File: config.mk
export PLATFORM = sky130hd
export DESIGN_NAME = accel_sample_conditioner_unit_flat
export DESIGN_NICKNAME = d
export VERILOG_FILES = /design/src/rtl/asc_pkg.sv /design/src/rtl/asc_if.sv /design/src/rtl/accel_sample_conditioner_unit.sv /design/src/rtl/asc_lane_div.sv /design/src/rtl/asc_lane.sv /design/src/flat_wrapper.sv
export SDC_FILE = /design/constraint.sdc
export NUM_CORES = 1
export LEC_CHECK = 0
export ABC_AREA = 0
export BUFFER_PORTS_ARGS = -buffer_cell sky130_fd_sc_hd__buf_2
export CAP_MARGIN = 10
export CORE_AREA = 5 5 270 298
export DETAILED_ROUTE_END_ITERATION = 8
export DIE_AREA = 0 0 275 303
export PLACE_DENSITY = 0.54
export REMOVE_ABC_BUFFERS = 1
export SLEW_MARGIN = 25
export SYNTH_ARGS = -nofsm -noshare
export SYNTH_HDL_FRONTEND = slang
export SYNTH_SLANG_ARGS = --single-unit
File: constraint.sdc
create_clock -name clk -period 17.1 [get_ports clk]
set_clock_uncertainty 0.15 [all_clocks]
set_input_delay 1.71 -clock clk [delete_from_list [all_inputs] [get_ports clk]]
set_output_delay 1.71 -clock clk [all_outputs]
set_load 0.1 [all_outputs]
File: src/rtl/asc_pkg.sv
`default_nettype none
package asc_pkg;
  localparam int SAMPLE_BITS_DEF = 10;
  localparam int SUM_W = 19;
  localparam int OUT_W = 11;
  localparam int TICK_W = 31;
  localparam int NUM_AXES = 3;
  localparam int DIV_W = 20;

  localparam logic [2:0] REG_SCALE_X = 3'd0;
  localparam logic [2:0] REG_SCALE_Y = 3'd1;
  localparam logic [2:0] REG_SCALE_Z = 3'd2;
  localparam logic [2:0] REG_BIAS_X  = 3'd3;
  localparam logic [2:0] REG_BIAS_Y  = 3'd4;
  localparam logic [2:0] REG_BIAS_Z  = 3'd5;
  localparam logic [2:0] REG_AVG     = 3'd6;
  localparam logic [2:0] REG_OPTIONS = 3'd7;

  typedef enum logic [1:0] {
    ST_IDLE,
    ST_SCALE,
    ST_FINAL,
    ST_OUT
  } state_t;

  // lane divider handshake
  typedef struct packed {
    logic start;
    logic busy;
  } lane_ctl_t;

  function automatic logic signed [OUT_W-1:0] sat_out(input logic signed [DIV_W:0] v);
    logic signed [OUT_W-1:0] r;
    begin
      if (v > 1023) r = 11'sd1023;
      else if (v < -1024) r = -11'sd1024;
      else r = v[OUT_W-1:0];
      return r;
    end
  endfunction
endpackage
`default_nettype wire

File: src/rtl/asc_if.sv
`default_nettype none
interface asc_in_if #(parameter int SB = 10);
  logic valid;
  logic ready;
  logic signed [SB-1:0] raw_x;
  logic signed [SB-1:0] raw_y;
  logic signed [SB-1:0] raw_z;
  logic [2:0] orient_code;
  logic is_flat;
  modport source(output valid, raw_x, raw_y, raw_z, orient_code, is_flat, input ready);
  modport sink(input valid, raw_x, raw_y, raw_z, orient_code, is_flat, output ready);
endinterface

interface asc_out_if;
  logic valid;
  logic ready;
  logic signed [10:0] out_x;
  logic signed [10:0] out_y;
  logic signed [10:0] out_z;
  logic [2:0] orient_out;
  logic orient_valid;
  logic [30:0] tick_value;
  logic tick_valid;
  modport source(output valid, out_x, out_y, out_z, orient_out, orient_valid,
                 tick_value, tick_valid, input ready);
  modport sink(input valid, out_x, out_y, out_z, orient_out, orient_valid,
               tick_value, tick_valid, output ready);
endinterface
`default_nettype wire

File: src/rtl/accel_sample_conditioner_unit.sv
`default_nettype none
// Accelerometer sample conditioner.
// Input channel: one raw x/y/z sample with orientation code and flat flag.
// Result channel: saturated x/y/z, remapped orientation and report tick.
// Config port: cfg_we/cfg_idx/cfg_wdata; the user must see that it is
// written only while idle, which the block itself does not enforce. Three
// axis lanes each scale and accumulate their axis; a serial divider in
// every lane gives one quotient bit per cycle. A sample is scaled in the
// scale state, with a divide only for a general scale divisor, and emitted
// from the final state; a sample that closes an averaging group instead
// gets a final divide in the out state and is emitted from there; a
// sample that closes no group gives no result.
// One sample at a time: in_ready is high only when no sample is in work.
// While the receiver stalls the result holds in the output register; the
// next sample may still be taken and worked; one that has a result then
// waits for the output register and no further sample is taken.
// Reset (synchronous, active low) restores register defaults and clears
// sums, sample count and the report tick counter.
module accel_sample_conditioner_unit #(
  parameter int SAMPLE_BITS = asc_pkg::SAMPLE_BITS_DEF
) (
  input  wire logic       clk,
  input  wire logic       rst_n,
  asc_in_if.sink          in_ch,
  asc_out_if.source       out_ch,
  input  wire logic       cfg_we,
  input  wire logic [2:0] cfg_idx,
  input  wire logic [9:0] cfg_wdata
);
  import asc_pkg::*;

  logic signed [4:0] scale_r [NUM_AXES];
  logic signed [9:0] bias_r [NUM_AXES];
  logic [7:0]  avg_r;
  logic [2:0]  opt_r;
  logic [7:0]  cnt_r, cnt_nxt;
  logic [TICK_W-1:0] tick_r, tick_nxt;
  state_t      st_r, st_nxt;
  logic [2:0]  orient_r, orient_nxt;
  logic        ovld_r;
  logic signed [OUT_W-1:0] ox_r, oy_r, oz_r;
  logic [2:0]  oori_r;
  logic        oov_r, otv_r;
  logic [TICK_W-1:0] otick_r;
  logic        wait_r, wait_nxt;

  lane_ctl_t   ctl;
  logic        load, acc, clr, fin, emit, ovld_nxt, fin_r, fin_nxt;
  logic        out_free;
  logic [NUM_AXES-1:0] busy;
  logic signed [OUT_W-1:0] res [NUM_AXES];
  logic signed [SAMPLE_BITS-1:0] lane_raw [NUM_AXES];
  logic        avg_on;

  // configuration writes
  always_ff @(posedge clk) begin
    if (!rst_n) begin
      for (int i = 0; i < NUM_AXES; i++) begin
        scale_r[i] <= 5'sd1; bias_r[i] <= '0;
      end
      avg_r <= 8'd1; opt_r <= '0;
    end else if (cfg_we) begin
      case (cfg_idx)
        REG_SCALE_X: scale_r[0] <= cfg_wdata[4:0];
        REG_SCALE_Y: scale_r[1] <= cfg_wdata[4:0];
        REG_SCALE_Z: scale_r[2] <= cfg_wdata[4:0];
        REG_BIAS_X:  bias_r[0] <= cfg_wdata;
        REG_BIAS_Y:  bias_r[1] <= cfg_wdata;
        REG_BIAS_Z:  bias_r[2] <= cfg_wdata;
        REG_AVG:     avg_r <= cfg_wdata[7:0];
        REG_OPTIONS: opt_r <= cfg_wdata[2:0];
        default: ;
      endcase
    end
  end

  assign avg_on = avg_r > 8'd1;
  assign lane_raw[0] = opt_r[1] ? in_ch.raw_y : in_ch.raw_x;
  assign lane_raw[1] = opt_r[1] ? in_ch.raw_x : in_ch.raw_y;
  assign lane_raw[2] = in_ch.raw_z;

  for (genvar g = 0; g < NUM_AXES; g++) begin : g_lane
    asc_lane #(.SAMPLE_BITS(SAMPLE_BITS)) u_lane (
      .clk(clk), .rst_n(rst_n), .raw(lane_raw[g]), .scale(scale_r[g]),
      .bias(bias_r[g]), .avg(avg_r), .ctl(ctl), .load(load), .acc(acc),
      .clr(clr), .fin(fin), .busy(busy[g]), .res(res[g])
    );
  end

  assign in_ch.ready = (st_r == ST_IDLE);
  assign load = in_ch.valid && in_ch.ready;
  // output register can take a result this cycle
  assign out_free = !ovld_r || out_ch.ready;

  // orientation remap
  always_comb begin
    logic [2:0] o;
    o = in_ch.is_flat ? 3'd1 : in_ch.orient_code;
    if (opt_r[1]) o = 3'd7 - o;
    else begin
      if (scale_r[0][4] && !o[1]) o = o ^ 3'd1;
      if (scale_r[1][4] && o[1]) o = o ^ 3'd1;
    end
    orient_nxt = opt_r[0] ? o : 3'd0;
  end

  // sequencer: scale, optional average divide, emit
  always_comb begin
    st_nxt = st_r; ctl.start = 1'b0; ctl.busy = 1'b0;
    acc = 1'b0; clr = 1'b0; emit = 1'b0; cnt_nxt = cnt_r;
    wait_nxt = wait_r; fin_nxt = fin_r;
    case (st_r)
      ST_IDLE: if (load) st_nxt = ST_SCALE;
      ST_SCALE: begin
        ctl.busy = wait_r;
        if (!wait_r) begin
          ctl.start = 1'b1; wait_nxt = 1'b1;
        end else if (busy == '0) begin
          wait_nxt = 1'b0;
          st_nxt = ST_FINAL;
        end
      end
      ST_FINAL: begin
        if (!avg_on) begin
          if (out_free) begin
            emit = 1'b1; st_nxt = ST_IDLE;
          end
        end else if (!fin_r) begin
          acc = 1'b1;
          cnt_nxt = cnt_r + 8'd1;
          if (cnt_nxt >= avg_r) begin
            fin_nxt = 1'b1; st_nxt = ST_OUT;
          end else st_nxt = ST_IDLE;
        end
      end
      ST_OUT: begin
        if (!wait_r) begin
          ctl.start = 1'b1; wait_nxt = 1'b1;
        end else if (busy == '0 && out_free) begin
          wait_nxt = 1'b0; emit = 1'b1; clr = 1'b1; cnt_nxt = '0;
          fin_nxt = 1'b0; st_nxt = ST_IDLE;
        end
      end
      default: st_nxt = ST_IDLE;
    endcase
  end
  assign fin = fin_r;

  assign ovld_nxt = emit ? 1'b1 : (out_ch.ready ? 1'b0 : ovld_r);
  assign tick_nxt = (emit && opt_r[2]) ? tick_r + 31'd1 : tick_r;

  always_ff @(posedge clk) begin
    if (!rst_n) begin
      st_r <= ST_IDLE; cnt_r <= '0; tick_r <= '0; ovld_r <= 1'b0;
      wait_r <= 1'b0; fin_r <= 1'b0;
    end else begin
      st_r <= st_nxt; cnt_r <= cnt_nxt; tick_r <= tick_nxt; ovld_r <= ovld_nxt;
      wait_r <= wait_nxt; fin_r <= fin_nxt;
    end
    if (load) orient_r <= orient_nxt;
    // capture the result register
    if (emit) begin
      ox_r <= res[0]; oy_r <= res[1]; oz_r <= res[2];
      oori_r <= orient_r; oov_r <= opt_r[0]; otv_r <= opt_r[2];
      otick_r <= opt_r[2] ? tick_r : '0;
    end
  end

  assign out_ch.valid = ovld_r;
  assign out_ch.out_x = ox_r;
  assign out_ch.out_y = oy_r;
  assign out_ch.out_z = oz_r;
  assign out_ch.orient_out = oori_r;
  assign out_ch.orient_valid = oov_r;
  assign out_ch.tick_value = otick_r;
  assign out_ch.tick_valid = otv_r;
endmodule
`default_nettype wire

File: src/rtl/asc_lane_div.sv
`default_nettype none
// Restoring signed divider, one quotient bit per cycle, truncates toward zero.
module asc_lane_div (
  input  wire logic                          clk,
  input  wire logic                          rst_n,
  input  wire logic                          start,
  input  wire logic signed [asc_pkg::DIV_W-1:0] dividend,
  input  wire logic [8:0]                    divisor,
  input  wire logic                          div_neg,
  output      logic                          busy,
  output      logic signed [asc_pkg::DIV_W:0] quotient
);
  import asc_pkg::*;

  logic [DIV_W-1:0] q_r, q_nxt;
  logic [9:0]       rem_r, rem_nxt;
  logic [4:0]       cnt_r, cnt_nxt;
  logic             busy_r, busy_nxt;
  logic             neg_r, neg_nxt;
  logic [8:0]       d_r, d_nxt;
  logic [10:0]      trial;
  logic [DIV_W-1:0] mag;

  assign mag = dividend[DIV_W-1] ? DIV_W'(-dividend) : dividend;
  assign trial = {rem_r, q_r[DIV_W-1]} - {2'b0, d_r};

  always_comb begin
    q_nxt = q_r; rem_nxt = rem_r; cnt_nxt = cnt_r; busy_nxt = busy_r;
    neg_nxt = neg_r; d_nxt = d_r;
    if (start) begin
      q_nxt = mag; rem_nxt = '0; cnt_nxt = 5'(DIV_W); busy_nxt = 1'b1;
      neg_nxt = dividend[DIV_W-1] ^ div_neg; d_nxt = divisor;
    end else if (busy_r) begin
      // shift one bit, subtract when it fits
      if (!trial[10]) begin
        rem_nxt = trial[9:0];
        q_nxt = {q_r[DIV_W-2:0], 1'b1};
      end else begin
        rem_nxt = {rem_r[8:0], q_r[DIV_W-1]};
        q_nxt = {q_r[DIV_W-2:0], 1'b0};
      end
      cnt_nxt = cnt_r - 5'd1;
      if (cnt_r == 5'd1) busy_nxt = 1'b0;
    end
  end

  always_ff @(posedge clk) begin
    if (!rst_n) begin
      busy_r <= 1'b0; cnt_r <= '0;
    end else begin
      busy_r <= busy_nxt; cnt_r <= cnt_nxt;
    end
    q_r <= q_nxt; rem_r <= rem_nxt; neg_r <= neg_nxt; d_r <= d_nxt;
  end

  assign busy = busy_r | start;
  assign quotient = neg_r ? -$signed({1'b0, q_r}) : $signed({1'b0, q_r});
endmodule
`default_nettype wire

File: src/rtl/asc_lane.sv
`default_nettype none
// One axis: scale, accumulate, bias and divide for the final result.
module asc_lane #(
  parameter int SAMPLE_BITS = asc_pkg::SAMPLE_BITS_DEF
) (
  input  wire logic                           clk,
  input  wire logic                           rst_n,
  input  wire logic signed [SAMPLE_BITS-1:0]  raw,
  input  wire logic signed [4:0]              scale,
  input  wire logic signed [9:0]              bias,
  input  wire logic [7:0]                     avg,
  input  wire asc_pkg::lane_ctl_t             ctl,
  input  wire logic                           load,
  input  wire logic                           acc,
  input  wire logic                           clr,
  input  wire logic                           fin,
  output      logic                           busy,
  output      logic signed [asc_pkg::OUT_W-1:0] res
);
  import asc_pkg::*;

  logic signed [SAMPLE_BITS-1:0] v_r;
  logic signed [SAMPLE_BITS+1:0] sc_r;
  logic signed [SUM_W-1:0]       sum_r, sum_nxt;
  logic signed [DIV_W-1:0]       dvd;
  logic [8:0]                    dvs;
  logic                          dneg;
  logic signed [DIV_W:0]         q;
  logic                          div_busy;
  logic signed [SAMPLE_BITS+1:0] ve, neg_v;
  logic [4:0]                    kmag;
  logic                          scale_div;

  assign ve = (SAMPLE_BITS+2)'(v_r);
  assign neg_v = -ve;
  assign kmag = scale[4] ? 5'(-scale) : scale;
  assign scale_div = !(scale == 5'sd0 || scale == 5'sd1 || scale == -5'sd1 ||
                       scale == 5'sd4 || scale == -5'sd4);

  // hold sample, then keep the scaled value
  always_ff @(posedge clk) begin
    if (load) v_r <= raw;
    if (ctl.start && !fin) begin
      case (scale)
        5'sd0, 5'sd1: sc_r <= ve;
        -5'sd1:       sc_r <= neg_v;
        5'sd4:        sc_r <= ve >>> 2;
        -5'sd4:       sc_r <= neg_v >>> 2;
        default:      sc_r <= ve;
      endcase
    end else if (!ctl.start && !div_busy && ctl.busy && scale_div)
      sc_r <= (SAMPLE_BITS+2)'(q);
  end

  // divider feeds: scale step or final average
  always_comb begin
    if (fin) begin
      dvd = DIV_W'(sum_r) - DIV_W'(bias);
      dvs = {1'b0, avg};
      dneg = 1'b0;
    end else begin
      dvd = DIV_W'(v_r);
      dvs = {4'b0, kmag};
      dneg = scale[4];
    end
  end

  asc_lane_div u_div (
    .clk(clk), .rst_n(rst_n),
    .start(ctl.start && (fin || scale_div)),
    .dividend(dvd), .divisor(dvs), .div_neg(dneg),
    .busy(div_busy), .quotient(q)
  );

  always_comb begin
    sum_nxt = sum_r;
    if (clr) sum_nxt = '0;
    else if (acc) sum_nxt = sum_r + SUM_W'(sc_r);
  end

  always_ff @(posedge clk) begin
    if (!rst_n) sum_r <= '0;
    else sum_r <= sum_nxt;
  end

  assign busy = div_busy;
  assign res = fin ? sat_out(q) : sat_out((DIV_W+1)'(sc_r) - (DIV_W+1)'(bias));
endmodule
`default_nettype wire

File: src/flat_wrapper.sv
// flat-port wrapper written by rule: the top's interface ports become plain ports
module accel_sample_conditioner_unit_flat import asc_pkg::*;
#(
  parameter int SAMPLE_BITS = asc_pkg::SAMPLE_BITS_DEF
)
  (clk, rst_n, cfg_we, cfg_idx, cfg_wdata, in_ch_valid, in_ch_raw_x, in_ch_raw_y, in_ch_raw_z, in_ch_orient_code, in_ch_is_flat, in_ch_ready, out_ch_valid, out_ch_out_x, out_ch_out_y, out_ch_out_z, out_ch_orient_out, out_ch_orient_valid, out_ch_tick_value, out_ch_tick_valid, out_ch_ready);
  asc_in_if #(.SB((SAMPLE_BITS_DEF))) in_ch_i ();
  asc_out_if out_ch_i ();
  input  wire logic clk;
  input  wire logic rst_n;
  input  wire logic cfg_we;
  input  wire logic [2:0] cfg_idx;
  input  wire logic [9:0] cfg_wdata;
  input wire logic [$bits(in_ch_i.valid)-1:0] in_ch_valid;
  input wire logic [$bits(in_ch_i.raw_x)-1:0] in_ch_raw_x;
  input wire logic [$bits(in_ch_i.raw_y)-1:0] in_ch_raw_y;
  input wire logic [$bits(in_ch_i.raw_z)-1:0] in_ch_raw_z;
  input wire logic [$bits(in_ch_i.orient_code)-1:0] in_ch_orient_code;
  input wire logic [$bits(in_ch_i.is_flat)-1:0] in_ch_is_flat;
  output wire logic [$bits(in_ch_i.ready)-1:0] in_ch_ready;
  output wire logic [$bits(out_ch_i.valid)-1:0] out_ch_valid;
  output wire logic [$bits(out_ch_i.out_x)-1:0] out_ch_out_x;
  output wire logic [$bits(out_ch_i.out_y)-1:0] out_ch_out_y;
  output wire logic [$bits(out_ch_i.out_z)-1:0] out_ch_out_z;
  output wire logic [$bits(out_ch_i.orient_out)-1:0] out_ch_orient_out;
  output wire logic [$bits(out_ch_i.orient_valid)-1:0] out_ch_orient_valid;
  output wire logic [$bits(out_ch_i.tick_value)-1:0] out_ch_tick_value;
  output wire logic [$bits(out_ch_i.tick_valid)-1:0] out_ch_tick_valid;
  input wire logic [$bits(out_ch_i.ready)-1:0] out_ch_ready;
  assign in_ch_i.valid = in_ch_valid;
  assign in_ch_i.raw_x = in_ch_raw_x;
  assign in_ch_i.raw_y = in_ch_raw_y;
  assign in_ch_i.raw_z = in_ch_raw_z;
  assign in_ch_i.orient_code = in_ch_orient_code;
  assign in_ch_i.is_flat = in_ch_is_flat;
  assign in_ch_ready = in_ch_i.ready;
  assign out_ch_valid = out_ch_i.valid;
  assign out_ch_out_x = out_ch_i.out_x;
  assign out_ch_out_y = out_ch_i.out_y;
  assign out_ch_out_z = out_ch_i.out_z;
  assign out_ch_orient_out = out_ch_i.orient_out;
  assign out_ch_orient_valid = out_ch_i.orient_valid;
  assign out_ch_tick_value = out_ch_i.tick_value;
  assign out_ch_tick_valid = out_ch_i.tick_valid;
  assign out_ch_i.ready = out_ch_ready;
  accel_sample_conditioner_unit #(.SAMPLE_BITS(SAMPLE_BITS)) u_core (.clk(clk), .rst_n(rst_n), .in_ch(in_ch_i), .out_ch(out_ch_i), .cfg_we(cfg_we), .cfg_idx(cfg_idx), .cfg_wdata(cfg_wdata));
endmodule
==> qor.txt <==
later-pin clock latency in the skew report: 640 ps
register area: 11300 µm²
CP max stage delay: 820 ps
Fillers: 7605
layout cell share with drive strength beyond 1: 8.79%
minimum clock period: 4350 ps
Reg2Reg Launch Point: u_core.g_lane[0].u_lane.sc_r[0]$_DFFE_PP_
CP endpoint kind: register
pwr dens: 118 nW/µm²
Post-CTS Hold Buffers: 0
Slew Viols, Final: 0
Avg Inst Size Synth: 8.67 µm²
hold path startpoint: u_core.orient_r[2]$_SDFFCE_PN0P_
number of H-tree levels: 2
Syn Inst Count: 3527
Hold Crit Class: reg -> reg
Worst Path Arrival: 4640 ps
clock tree sinks: 430
placed cell count: 4569
asr flop ratio synth: 0%
Final Wtd Congestion: 0.864
Post-CTS Setup Inserts: 0
post-cts sizing count: 0
nets@finish: 3855
Synth top cells by count: 384 x nand2_1, 286 x nor2_1, 285 x a21oi_1
Synth top area share: 26.5%
gr usage total: 20.8%
Crit-path slowest cell: o311ai_0
hold depth: 0
antenna violations before repair: 3
fmax: 230 MHz
RR Endpoint: u_core.out_ch.out_x[8]$_DFFE_PP_
Hold Crit Endpoint: u_core.out_ch.orient_out[2]$_DFFE_PP_
max-cap violations: 0
Rows: 107
crit path cell chain: inv_1 -> ha_1 -> inv_1 -> fa_1 -> a21o_1 -> a21oi_1 -> o21ai_0 -> a31oi_1 -> o21ai_0 -> and2_1 -> mux2i_1 -> o311ai_0 -> nor2_1 -> a21oi_1
LEAKAGE: 0.0132 µW
drt pass-1 iters: 5
Core ar.: 77000 µm²
clock buffer count from CTS: 50
Post-Place Worst Slack: 12720 ps
Worst Slack Setup Final: 12750 ps
Worst setup SP type: register
Setup CP Type: reg -> reg
DRC: 0
vias: 25700
crit path from: u_core.g_lane[0].u_lane.sc_r[0]$_DFFE_PP_
starting DRC count in detailed routing: 1540
top_reg_cell synth: edfxtp_1
FF-to-FF path depth: 14
Worst-Margin Slew: 983 ps
mapped cell area: 30600 µm²
status: finished clean
CTS max path bufs: 3
post-route insts no fill: 4664
Synth-to-Final Area Change: 11.1%
drt via density: 5.51
final hold violations: 0
Die X: 275 µm
Port-buffer cells: 122
most common cell in the synthesized netlist: nand2_1
largest cells by area after synthesis: edfxtp_1 27%, dfxtp_1 10%, ha_1 8.4%
largest net degree at the start of global routing: 70
Initial Util: 39.7%
sequential area share after synthesis: 37.0%
Worst-path clk slew: 70 ps
Slew Limit Headroom: 33.7%
Post-Route WL: 88.5 mm
unrepaired setup endpoints after global routing: false
EDFF count, synth: 270
CTS tree: built
peak fanout along the critical path: 7
flop-to-flop setup slack: 12750 ps
io pins: 123
Final Util: 44.1%
synth unique cells: 94
clock root cell: clkbuf_16
Worst VDD drop: 0.0000741 V
WL per Instance: 19.0 µm
first-pass GRT wire length: 140 mm
CP bufs+invs: 2
Remaining Overflow, GRT: 0
multi-input logic area: 18100 µm²
final period utilization: 25.4%
number of global-route vias before repair: 24700
final setup vio count: 0
Die H: 303 µm
Synth area leader: edfxtp_1
#FFs+latches synth: 430
synth warn: 0
post-route ant nets: 0
Die ar.: 83300 µm²
largest delay contributor family on the critical path: compound AO/OA/AOI/OAI gates
worst path required time: 17390 ps
TNS Setup: 0 ps
hpwl dp: 65.7 mm
## power breakdown
| part | internal (µW) | switching, µW | total (µW) |
|---|---|---|---|
| logic | 536 | 884 | 1420 |
| registers | 1320 | 168 | 1480 |
| clock network | 627 | 475 | 1100 |
## worst register-to-register path, stage by stage, from the launching register on
cell and delay (ps):
edfxtp_1 400, inv_1 70, ha_1 160, inv_1 50
fa_1 400, a21o_1 180, a21oi_1 270, o21ai_0 130
a31oi_1 270, o21ai_0 260, and2_1 280, mux2i_1 120
o311ai_0 820, nor2_1 330, a21oi_1 240
## metal layers
metal	vias up	wire length (µm)	track usage [%]
li1	12900	-	-
met1	12200	41100	28.7
met2	501	41900	35.4
met3	93	3710	2.52
met4	2	1740	4.31
met5	-	20	0
## kinds of logic (layout without fill, tap and decap cells)
logic type / count (synthesis) / count (layout) / share of synthesized area (%)
xor gates and xnor gates: 243 / 243 / 6.96
AOI/OAI and AO/OA: 981 / 981 / 20.5
DFF: 430 / 430 / 37.0
buffers and inverters: 342 / 443 / 4.21
and+or+nand+nor: 1247 / 1247 / 19.9
other: 0 / 1 / 0
adders and majority gates: 217 / 217 / 9.17
muxes: 67 / 67 / 2.30
## placed cells by master, fill, tap and decap left out, types with 19 or more instances in the layout
| master | count |
|---|---|
| o21ai_0 | 231 |
| nor2_1 | 284 |
| and2_1 | 104 |
| and3_1 | 34 |
| inv_1 | 195 |
| nand2b_1 | 45 |
| xnor2_1 | 144 |
| ha_1 | 205 |
| o31ai_1 | 38 |
| xor2_1 | 99 |
| nor2b_1 | 50 |
| buf_4 | 30 |
| a211oi_1 | 45 |
| buf_2 | 122 |
| clkbuf_16 | 51 |
| mux2_2 | 24 |
| or2_2 | 23 |
| a31oi_1 | 40 |
| or3_1 | 50 |
| nand4_1 | 30 |
| nand2_1 | 383 |
| a22oi_1 | 19 |
| a21o_1 | 47 |
| edfxtp_1 | 270 |
| a21boi_0 | 30 |
| o21a_1 | 36 |
| a21oi_1 | 285 |
| nor3_1 | 88 |
| mux2i_1 | 41 |
| dfxtp_1 | 158 |
| nand3_1 | 57 |
## final cells by class
cell class                 instances  share of cell area [%]
clock buffer                      61                    3.96
sequential                       430                    33.3
tap                             1035                    3.81
antenna                            1                 0.00737
clock inverter                    33                    1.03
multi-input combinational       2755                    53.2
timing repair buffer             153                    2.49
inverter                         196                    2.17
## flip-flops by register name, summed over array words and instances (netlist names), 2 cells and up
signal and flops:
u_core.avg_r 8, u_core.bias_r 30, u_core.cnt_r 8, u_core.g_lane.u_lane.sc_r 36, u_core.g_lane.u_lane.sum_r 57, u_core.g_lane.u_lane.u_div.busy_r 3, u_core.g_lane.u_lane.u_div.cnt_r 15, u_core.g_lane.u_lane.u_div.d_r 24
u_core.g_lane.u_lane.u_div.neg_r 3, u_core.g_lane.u_lane.u_div.q_r 60, u_core.g_lane.u_lane.u_div.rem_r 30, u_core.g_lane.u_lane.v_r 30, u_core.opt_r 3, u_core.orient_r 3, u_core.out_ch.orient_out 3, u_core.out_ch.out_x 11
u_core.out_ch.out_y 11, u_core.out_ch.out_z 11, u_core.out_ch.tick_value 31, u_core.scale_r 15, u_core.st_r 2, u_core.tick_r 31
## through the flow
| stage | power, µW | instance area, µm² | hold WS (ps) |
|---|---|---|---|
| floorplan | 2510 | 30000 | 250 |
| global placement | 2910 | 32200 | 253 |
| detailed placement | 2910 | 32200 | 263 |
| CTS | 4040 | 33900 | 289 |
| global route | 4270 | 34000 | 290 |
| finish | 4000 | 34000 | 281 |
## how the worst max path moves through the flow
stage,end,slack (ps),cells after the start
detailed placement,u_core.tick_r[28]$_SDFFE_PN0P_,12720,11
global route,u_core.out_ch.out_x[9]$_DFFE_PP_,12410,14
floorplan,u_core.tick_r[26]$_SDFFE_PN0P_,10760,8
CTS,u_core.out_ch.out_x[8]$_DFFE_PP_,12850,14
finish,u_core.out_ch.out_x[8]$_DFFE_PP_,12750,14
global placement,u_core.tick_r[28]$_SDFFE_PN0P_,12750,11
Power figures use the tool's default switching activity.
